$ cat src/sv/rgb_to_hsv_color_classifier_core_defines.svh
// Assertion macros shared by the color classifier RTL.
// Included by modules that carry concurrent checks; depends on nothing.
`ifndef RGB_TO_HSV_COLOR_CLASSIFIER_CORE_DEFINES_SVH
`define RGB_TO_HSV_COLOR_CLASSIFIER_CORE_DEFINES_SVH

// Same-cycle implication, disabled during reset.
`define RTHC_ASSERT_IMPL(lbl, clk, rst, ante, cons, msg) \
   lbl: assert property (@(posedge clk) disable iff (rst) (ante) |-> (cons)) \
      else $error(msg);

// Next-cycle implication, disabled during reset.
`define RTHC_ASSERT_NEXT(lbl, clk, rst, ante, cons, msg) \
   lbl: assert property (@(posedge clk) disable iff (rst) (ante) |=> (cons)) \
      else $error(msg);

`endif

$ cat src/sv/rthc_pkg.sv
// Shared types and constants of the RGB to HSV color classifier.
// Used by every module of the block; depends on nothing.
`default_nettype none

package rthc_pkg;

   localparam int DIV_STEPS = 10;

   localparam logic [9:0]  HUE_SECTOR = 10'd960;
   localparam logic [12:0] HUE_BASE_GREEN = 13'd1920;
   localparam logic [12:0] HUE_BASE_BLUE = 13'd3840;
   localparam logic [13:0] HUE_FULL = 14'd5760;

   localparam logic [1:0] CSR_HUE_LOW = 2'd0;
   localparam logic [1:0] CSR_HUE_HIGH = 2'd1;
   localparam logic [1:0] CSR_SAT_MIN = 2'd2;
   localparam logic [1:0] CSR_VAL_MIN = 2'd3;

   typedef enum logic [1:0] {
      SECTOR_RED,
      SECTOR_GREEN,
      SECTOR_BLUE
   } sector_type;

   typedef struct packed {
      logic [17:0] hue_rem;
      logic [16:0] hue_div;
      logic [9:0]  hue_quo;
      logic [15:0] sat_rem;
      logic [16:0] sat_div;
      logic [9:0]  sat_quo;
      logic        hue_neg;
      sector_type  sector;
      logic        grey;
      logic [7:0]  max_chan;
   } div_type;

   typedef struct packed {
      logic [12:0] hue_low;
      logic [12:0] hue_high;
      logic [8:0]  sat_min;
      logic [7:0]  val_min;
   } cfg_type;

endpackage

`default_nettype wire

$ cat src/sv/rgb_to_hsv_color_classifier_core.sv
// Top level of the RGB to HSV color classifier: registers, input stage,
// division cell chain and output stage. Depends on rthc_pkg, rthc_front,
// rthc_cell, rthc_back and the assertion macro header.
`default_nettype none

`include "rgb_to_hsv_color_classifier_core_defines.svh"

// Converts one 8-bit RGB pixel per item into hue (1/16 degree), saturation
// (1/256) and brightness, and flags whether the pixel lies inside the
// programmed window. The block takes one item every cycle unless the result
// side stalls; each item passes through one input stage, a chain of ten
// restoring-division cells that each settle one quotient bit of hue and
// saturation together, and one output register. Every stage stalls on its
// own, so bubbles are squeezed out while the result side waits.
module rgb_to_hsv_color_classifier_core (
   input  wire logic        clock,
   input  wire logic        reset,
   input  wire logic        req_valid,
   output logic             req_ready,
   input  wire logic [7:0]  req_red,
   input  wire logic [7:0]  req_green,
   input  wire logic [7:0]  req_blue,
   output logic             rsp_valid,
   input  wire logic        rsp_ready,
   output logic [12:0]      rsp_hue,
   output logic [8:0]       rsp_saturation,
   output logic [7:0]       rsp_brightness,
   output logic             rsp_in_range,
   input  wire logic        csr_we,
   input  wire logic [1:0]  csr_index,
   input  wire logic [12:0] csr_wdata
);
   import rthc_pkg::*;

   cfg_type cfg_ff;
   div_type chain_data [DIV_STEPS+1];
   logic    chain_valid [DIV_STEPS+1];
   logic    chain_ready [DIV_STEPS+1];

   always_ff @(posedge clock) begin
      if (reset) begin
         cfg_ff.hue_low <= 13'd1920;
         cfg_ff.hue_high <= 13'd2880;
         cfg_ff.sat_min <= 9'd76;
         cfg_ff.val_min <= 8'd127;
      end else if (csr_we) begin
         unique case (csr_index)
            CSR_HUE_LOW:  cfg_ff.hue_low <= csr_wdata;
            CSR_HUE_HIGH: cfg_ff.hue_high <= csr_wdata;
            CSR_SAT_MIN:  cfg_ff.sat_min <= csr_wdata[8:0];
            CSR_VAL_MIN:  cfg_ff.val_min <= csr_wdata[7:0];
            default:      cfg_ff <= cfg_ff;
         endcase
      end
   end

   rthc_front u_front (
      .clock      (clock),
      .reset      (reset),
      .up_valid   (req_valid),
      .up_ready   (req_ready),
      .red        (req_red),
      .green      (req_green),
      .blue       (req_blue),
      .down_valid (chain_valid[0]),
      .down_ready (chain_ready[0]),
      .down_data  (chain_data[0])
   );

   for (genvar k = 0; k < DIV_STEPS; k++) begin : g_cell
      rthc_cell u_cell (
         .clock      (clock),
         .reset      (reset),
         .up_valid   (chain_valid[k]),
         .up_ready   (chain_ready[k]),
         .up_data    (chain_data[k]),
         .down_valid (chain_valid[k+1]),
         .down_ready (chain_ready[k+1]),
         .down_data  (chain_data[k+1])
      );
   end

   rthc_back u_back (
      .clock          (clock),
      .reset          (reset),
      .up_valid       (chain_valid[DIV_STEPS]),
      .up_ready       (chain_ready[DIV_STEPS]),
      .up_data        (chain_data[DIV_STEPS]),
      .cfg            (cfg_ff),
      .rsp_valid      (rsp_valid),
      .rsp_ready      (rsp_ready),
      .rsp_hue        (rsp_hue),
      .rsp_saturation (rsp_saturation),
      .rsp_brightness (rsp_brightness),
      .rsp_in_range   (rsp_in_range)
   );

   `RTHC_ASSERT_IMPL(a_hue_wrapped, clock, reset, rsp_valid, rsp_hue < 13'd5760, "hue not wrapped")
   `RTHC_ASSERT_IMPL(a_sat_bound, clock, reset, rsp_valid, rsp_saturation <= 9'd256, "saturation too large")
   `RTHC_ASSERT_IMPL(a_grey_hue, clock, reset, rsp_valid && rsp_saturation == 9'd0, rsp_hue == 13'd0, "grey item with hue")
   `RTHC_ASSERT_IMPL(a_range_val, clock, reset, rsp_valid && rsp_in_range, rsp_brightness > cfg_ff.val_min, "in_range below value floor")
   `RTHC_ASSERT_NEXT(a_fill, clock, reset, req_valid && req_ready, chain_valid[0], "accepted item lost at input stage")

endmodule

`default_nettype wire

$ cat src/sv/rthc_front.sv
// Input stage: finds max, min and hue sector, and forms both dividends.
// Depends on rthc_pkg.
`default_nettype none

module rthc_front (
   input  wire logic            clock,
   input  wire logic            reset,
   input  wire logic            up_valid,
   output logic                 up_ready,
   input  wire logic [7:0]      red,
   input  wire logic [7:0]      green,
   input  wire logic [7:0]      blue,
   output logic                 down_valid,
   input  wire logic            down_ready,
   output rthc_pkg::div_type    down_data
);
   import rthc_pkg::*;

   logic       valid_ff;
   div_type    data_ff;
   div_type    data_in;
   logic [7:0] max_chan;
   logic [7:0] min_chan;
   logic [7:0] delta;
   logic [7:0] diff_a;
   logic [7:0] diff_b;
   logic [8:0] diff;
   logic [7:0] mag;
   sector_type sector;

   always_comb begin
      if (red >= green && red >= blue) begin
         sector = SECTOR_RED;
         max_chan = red;
         diff_a = green;
         diff_b = blue;
      end else if (green >= blue) begin
         sector = SECTOR_GREEN;
         max_chan = green;
         diff_a = blue;
         diff_b = red;
      end else begin
         sector = SECTOR_BLUE;
         max_chan = blue;
         diff_a = red;
         diff_b = green;
      end
      min_chan = red;
      if (green < min_chan) begin
         min_chan = green;
      end
      if (blue < min_chan) begin
         min_chan = blue;
      end
      delta = max_chan - min_chan;
      diff = {1'b0, diff_a} - {1'b0, diff_b};
      mag = diff[8] ? 8'(-diff) : diff[7:0];

      data_in.hue_rem = 18'(mag) * 18'(HUE_SECTOR);
      data_in.hue_div = {delta, 9'b0};
      data_in.hue_quo = '0;
      data_in.sat_rem = {delta, 8'b0};
      data_in.sat_div = {max_chan, 9'b0};
      data_in.sat_quo = '0;
      data_in.hue_neg = diff[8];
      data_in.sector = sector;
      data_in.grey = (delta == 8'd0);
      data_in.max_chan = max_chan;
   end

   assign up_ready = !valid_ff || down_ready;

   always_ff @(posedge clock) begin
      if (reset) begin
         valid_ff <= 1'b0;
      end else if (up_ready) begin
         valid_ff <= up_valid;
      end
      if (up_ready && up_valid) begin
         data_ff <= data_in;
      end
   end

   assign down_valid = valid_ff;
   assign down_data = data_ff;

endmodule

`default_nettype wire

$ cat src/sv/rthc_cell.sv
// One restoring-division cell: settles one quotient bit of hue and saturation.
// Depends on rthc_pkg.
`default_nettype none

module rthc_cell (
   input  wire logic            clock,
   input  wire logic            reset,
   input  wire logic            up_valid,
   output logic                 up_ready,
   input  wire rthc_pkg::div_type up_data,
   output logic                 down_valid,
   input  wire logic            down_ready,
   output rthc_pkg::div_type    down_data
);
   import rthc_pkg::*;

   logic    valid_ff;
   div_type data_ff;
   div_type data_in;
   logic    hue_ge;
   logic    sat_ge;

   always_comb begin
      data_in = up_data;
      hue_ge = up_data.hue_rem >= {1'b0, up_data.hue_div};
      sat_ge = {1'b0, up_data.sat_rem} >= up_data.sat_div;
      if (hue_ge) begin
         data_in.hue_rem = up_data.hue_rem - {1'b0, up_data.hue_div};
      end
      if (sat_ge) begin
         data_in.sat_rem = up_data.sat_rem - up_data.sat_div[15:0];
      end
      data_in.hue_quo = {up_data.hue_quo[8:0], hue_ge};
      data_in.sat_quo = {up_data.sat_quo[8:0], sat_ge};
      data_in.hue_div = {1'b0, up_data.hue_div[16:1]};
      data_in.sat_div = {1'b0, up_data.sat_div[16:1]};
   end

   assign up_ready = !valid_ff || down_ready;

   always_ff @(posedge clock) begin
      if (reset) begin
         valid_ff <= 1'b0;
      end else if (up_ready) begin
         valid_ff <= up_valid;
      end
      if (up_ready && up_valid) begin
         data_ff <= data_in;
      end
   end

   assign down_valid = valid_ff;
   assign down_data = data_ff;

endmodule

`default_nettype wire

$ cat src/sv/rthc_back.sv
// Output stage: places the hue in its sector, wraps it, tests the window
// and holds the result item. Depends on rthc_pkg.
`default_nettype none

module rthc_back (
   input  wire logic            clock,
   input  wire logic            reset,
   input  wire logic            up_valid,
   output logic                 up_ready,
   input  wire rthc_pkg::div_type up_data,
   input  wire rthc_pkg::cfg_type cfg,
   output logic                 rsp_valid,
   input  wire logic            rsp_ready,
   output logic [12:0]          rsp_hue,
   output logic [8:0]           rsp_saturation,
   output logic [7:0]           rsp_brightness,
   output logic                 rsp_in_range
);
   import rthc_pkg::*;

   logic        valid_ff;
   logic [12:0] hue_ff;
   logic [8:0]  sat_ff;
   logic [7:0]  bright_ff;
   logic        range_ff;
   logic [12:0] hue_in;
   logic [8:0]  sat_in;
   logic        range_in;
   logic [12:0] base;
   logic [13:0] quo_ext;
   logic [13:0] hue_sum;
   logic [13:0] hue_wrap;

   always_comb begin
      unique case (up_data.sector)
         SECTOR_GREEN: base = HUE_BASE_GREEN;
         SECTOR_BLUE:  base = HUE_BASE_BLUE;
         default:      base = '0;
      endcase
      quo_ext = {4'b0, up_data.hue_quo};
      hue_sum = up_data.hue_neg ? {1'b0, base} - quo_ext : {1'b0, base} + quo_ext;
      hue_wrap = hue_sum[13] ? hue_sum + HUE_FULL : hue_sum;
      if (up_data.grey) begin
         hue_in = '0;
         sat_in = '0;
      end else begin
         hue_in = hue_wrap[12:0];
         sat_in = up_data.sat_quo[8:0];
      end
      range_in = (hue_in > cfg.hue_low) && (hue_in < cfg.hue_high) &&
                 (sat_in > cfg.sat_min) && (up_data.max_chan > cfg.val_min);
   end

   assign up_ready = !valid_ff || rsp_ready;

   always_ff @(posedge clock) begin
      if (reset) begin
         valid_ff <= 1'b0;
      end else if (up_ready) begin
         valid_ff <= up_valid;
      end
      if (up_ready && up_valid) begin
         hue_ff <= hue_in;
         sat_ff <= sat_in;
         bright_ff <= up_data.max_chan;
         range_ff <= range_in;
      end
   end

   assign rsp_valid = valid_ff;
   assign rsp_hue = hue_ff;
   assign rsp_saturation = sat_ff;
   assign rsp_brightness = bright_ff;
   assign rsp_in_range = range_ff;

endmodule

`default_nettype wire

$ cat config.mk
export PLATFORM = sky130hd
export DESIGN_NAME = rgb_to_hsv_color_classifier_core
export DESIGN_NICKNAME = d
export VERILOG_FILES = /design/src/sv/rthc_pkg.sv /design/src/sv/rgb_to_hsv_color_classifier_core.sv /design/src/sv/rthc_front.sv /design/src/sv/rthc_cell.sv /design/src/sv/rthc_back.sv
export VERILOG_INCLUDE_DIRS = /design/src /design/src/sv
export SDC_FILE = /design/constraint.sdc
export NUM_CORES = 1
export LEC_CHECK = 0
export BUFFER_PORTS_ARGS = -buffer_cell sky130_fd_sc_hd__buf_2
export CAP_MARGIN = 5
export CORE_ASPECT_RATIO = 0.6
export CORE_MARGIN = 10
export CORE_UTILIZATION = 30
export DETAILED_ROUTE_END_ITERATION = 12
export SLEW_MARGIN = 40
export SYNTH_ARGS = -nofsm -noshare
export SYNTH_HDL_FRONTEND = slang
export SYNTH_SLANG_ARGS = --single-unit
$ cat constraint.sdc
create_clock -name clock -period 12.5 [get_ports clock]
set_input_delay 0.625 -clock clock [delete_from_list [all_inputs] [get_ports clock]]
set_output_delay 0.625 -clock clock [all_outputs]
set_load 0.005 [all_outputs]
==> flow_summary.toml <==
[status]
status = "complete, no violations"

[global_route]
antenna_found_initial = 2
grt_max_degree = 70
grt_overflow_total = 0
gr-usage-all-layers_pct = 10.3
first_global_vias = 19813
grt_pass1_wl_um = 108000

[synth]
synthesis.nets = 3248
yosys-top-cells-count = "577 x edfxtp_1, 327 x inv_1, 277 x ha_1, 225 x nand2_1, 222 x nor2_1"
synthFlopType = "edfxtp_1"
synthCells = 2897
post-synth-top-count-cell = "edfxtp_1"
syn_area_per_cell_sq_um = 11.5
synth_top_area_cell = "edfxtp_1"
yosysTopAreaCellShare_pct = 51.8
netlist_top_cells_area = "edfxtp_1 52%, ha_1 10%, inv_1 3.7%, dfxtp_1 3.3%, o21ai_0 2.7%"
yosysSeqAreaShare_pct = 55.1
yosys_register_bits = 632
synth_area_sq_um = 33400
synth-async-reset-ratio_pct = 0
synth_edf_count = 577
yosys_warnings = 0
synth_cell_types = 75

[drt]
drt-vias-per-instance = 4.54
drt-initial-drc-count = 1567
antenna_left = 0
drc = 0
wl_per_cell_um = 14.5
wl_um = 65900
via_count = 20649
first_pass_iters = 7

[clock_network]
cts-htree-levels = 2
cts.sinks = 632
path_clk_slew_ps = 70
cts.repair_timing.setup_buffer_count = 0
cts_resized = 0
clockRootBuffer = "clkbuf_16"
numCtsBuffers = 56
insertion_delay_ps = 630
cts_max_path_buffers = 3
holdBufCountCts = 0
cts_tree = "built"

[pwr]
irDropWorstVdd_v = 0.000637
p_per_area_nw_per_um2 = 186
p_leak_nw = 14.4

[timing]
tightest_slew_ps = 871
relSlewSlack_pct = 41.5
setup_viol = 0
period_share_pct = 58.0
worst_slack_ps = 5250
max_clock_freq_mhz = 138
rsz0062_at_grt = "false"
final.setup_skew_ps = 37.5
fin_crit_ps = 7250
hold_viol = 0
finalSetupTns_ps = 0
slew_violations = 0

[placed_design]
place_hpwl_um = 49900
gp_congestion = 0.826
placedCellCount = 4439
io_buffers = 76
post_dp_cell_area_sq_um = 35900
dp_slack_ps = 4600

[worst_setup_path]
path_common_cell = "a21o_1"
startpoint_type = "primary input"
cp_num_buf_inv = 5
worstPathMaxFanout = 50
end_kind = "flop"
critical_path_arrival_ps = 7620
worst-endpoint-required_ps = 12870
crit_slowest_cell = "a221o_1"
worstSetupPathType = "primary input to flop"
cp_top_family = "compound AO/OA/AOI/OAI gates"
slowest_delay_ps = 600

[cells_and_area]
finalNetCount = 3361
post-route-util_pct = 34.4
drive_gt1_share_pct = 9.29
fin_area_sq_um = 37900
finalNonFillerCells = 4545
synthToLayoutAreaGrowth_pct = 13.4

[floorplan]
ios = 77
initial_core_util_pct = 30.4
core_sq_um = 110000
rows = 94
dieArea_sq_um = 126000
die_w_um = 451
die_y_um = 279

[job]
max-cap-violations = 0

[worst_hold_path]
hold_class = "primary input to flop"
[power breakdown]
part	total [W]	internal (W)	switching (W)
combinational	0.00253	0.00115	0.00138
clock	0.00188	0.00107	0.000809
sequential	0.00266	0.00258	0.0000711
total	0.00707	0.00480	0.00226
[routing by layer]
metal / up-vias / wire (um) / global-route usage (%)
met4: 0 / 996 / 2.02
met3: 75 / 3750 / 2.24
met2: 397 / 24400 / 13.8
met5: - / 0 / 0
met1: 9582 / 36800 / 16.5
li1: 10595 / - / -
[cells by family after synthesis]
logic type / Yosys count / synth area share (%)
simple gates: 769 / 11.0
mux: 78 / 2.52
compound gates: 577 / 10.7
buf+inv: 374 / 4.22
xor+xnor: 160 / 4.25
flops: 632 / 55.1
fa+ha+maj: 307 / 12.2
[flip-flops by register name, indices dropped and copies added, names as in the netlist]
register	flops
g_cell.u_cell.down_valid	10
u_back.rsp_in_range	1
u_back.rsp_hue	13
u_front.down_data	32
cfg_ff	43
g_cell.u_cell.down_data	514
u_front.down_valid	1
u_back.rsp_valid	1
u_back.rsp_brightness	8
u_back.rsp_saturation	9
[final timing paths]
check,cells after the start,end,slack (ps),from
setup / recovery,31,u_front.down_data[99]$_DFFE_PP_,5250,req_red[5]
hold / removal,2,cfg_ff[28]$_SDFFE_PP1P_,220,csr_wdata[11]
setup reg to reg,18,u_back.rsp_in_range$_DFFE_PP_,7620,g_cell[9].u_cell.down_data[9]$_DFFE_PP_
hold reg to reg,0,g_cell[3].u_cell.down_data[13]$_DFFE_PP_,400,g_cell[2].u_cell.down_data[12]$_DFFE_PP_
[cell usage in the layout, fill, tap and decap left out, types with 46 or more instances in the layout]
master,n
xor2_1,81
a21o_1,48
inv_1,327
a21oi_1,144
nor2_1,218
edfxtp_1,577
nor3_1,47
o21a_1,46
xnor2_1,77
buf_2,75
o21ai_0,182
dfxtp_1,55
nor2b_1,67
ha_1,277
nand2_1,225
clkbuf_16,57
[metrics by stage]
stage,power (W),hold slack (ps)
floorplan,0.00471,400
global placement,0.00519,401
detailed placement,0.00525,405
CTS,0.00716,179
global route,0.00768,188
finish,0.00707,224
[worst register-to-register path, delay by kind of cell, from the launching register on]
family	cells	cell delay [ps]
buffers and inverters	2	350
AND/OR/NAND/NOR	5	1200
XOR/XNOR	1	140
AO/OA/AOI/OAI	6	1180
flip-flops	1	370
adder cells (fa/ha/maj)	4	1420
[area by class of cell]
class,instances,area (sq um)
flip-flops and latches,632,18400
repair buffers,102,621
clock buffers,62,1450
diodes,1,2.50
multi-input cells,1891,13800
clock inverters,42,552
inverters,327,1230
fillers,10823,72200
well taps,1488,1860
No activity file was read; power rests on OpenSTA's default activity.
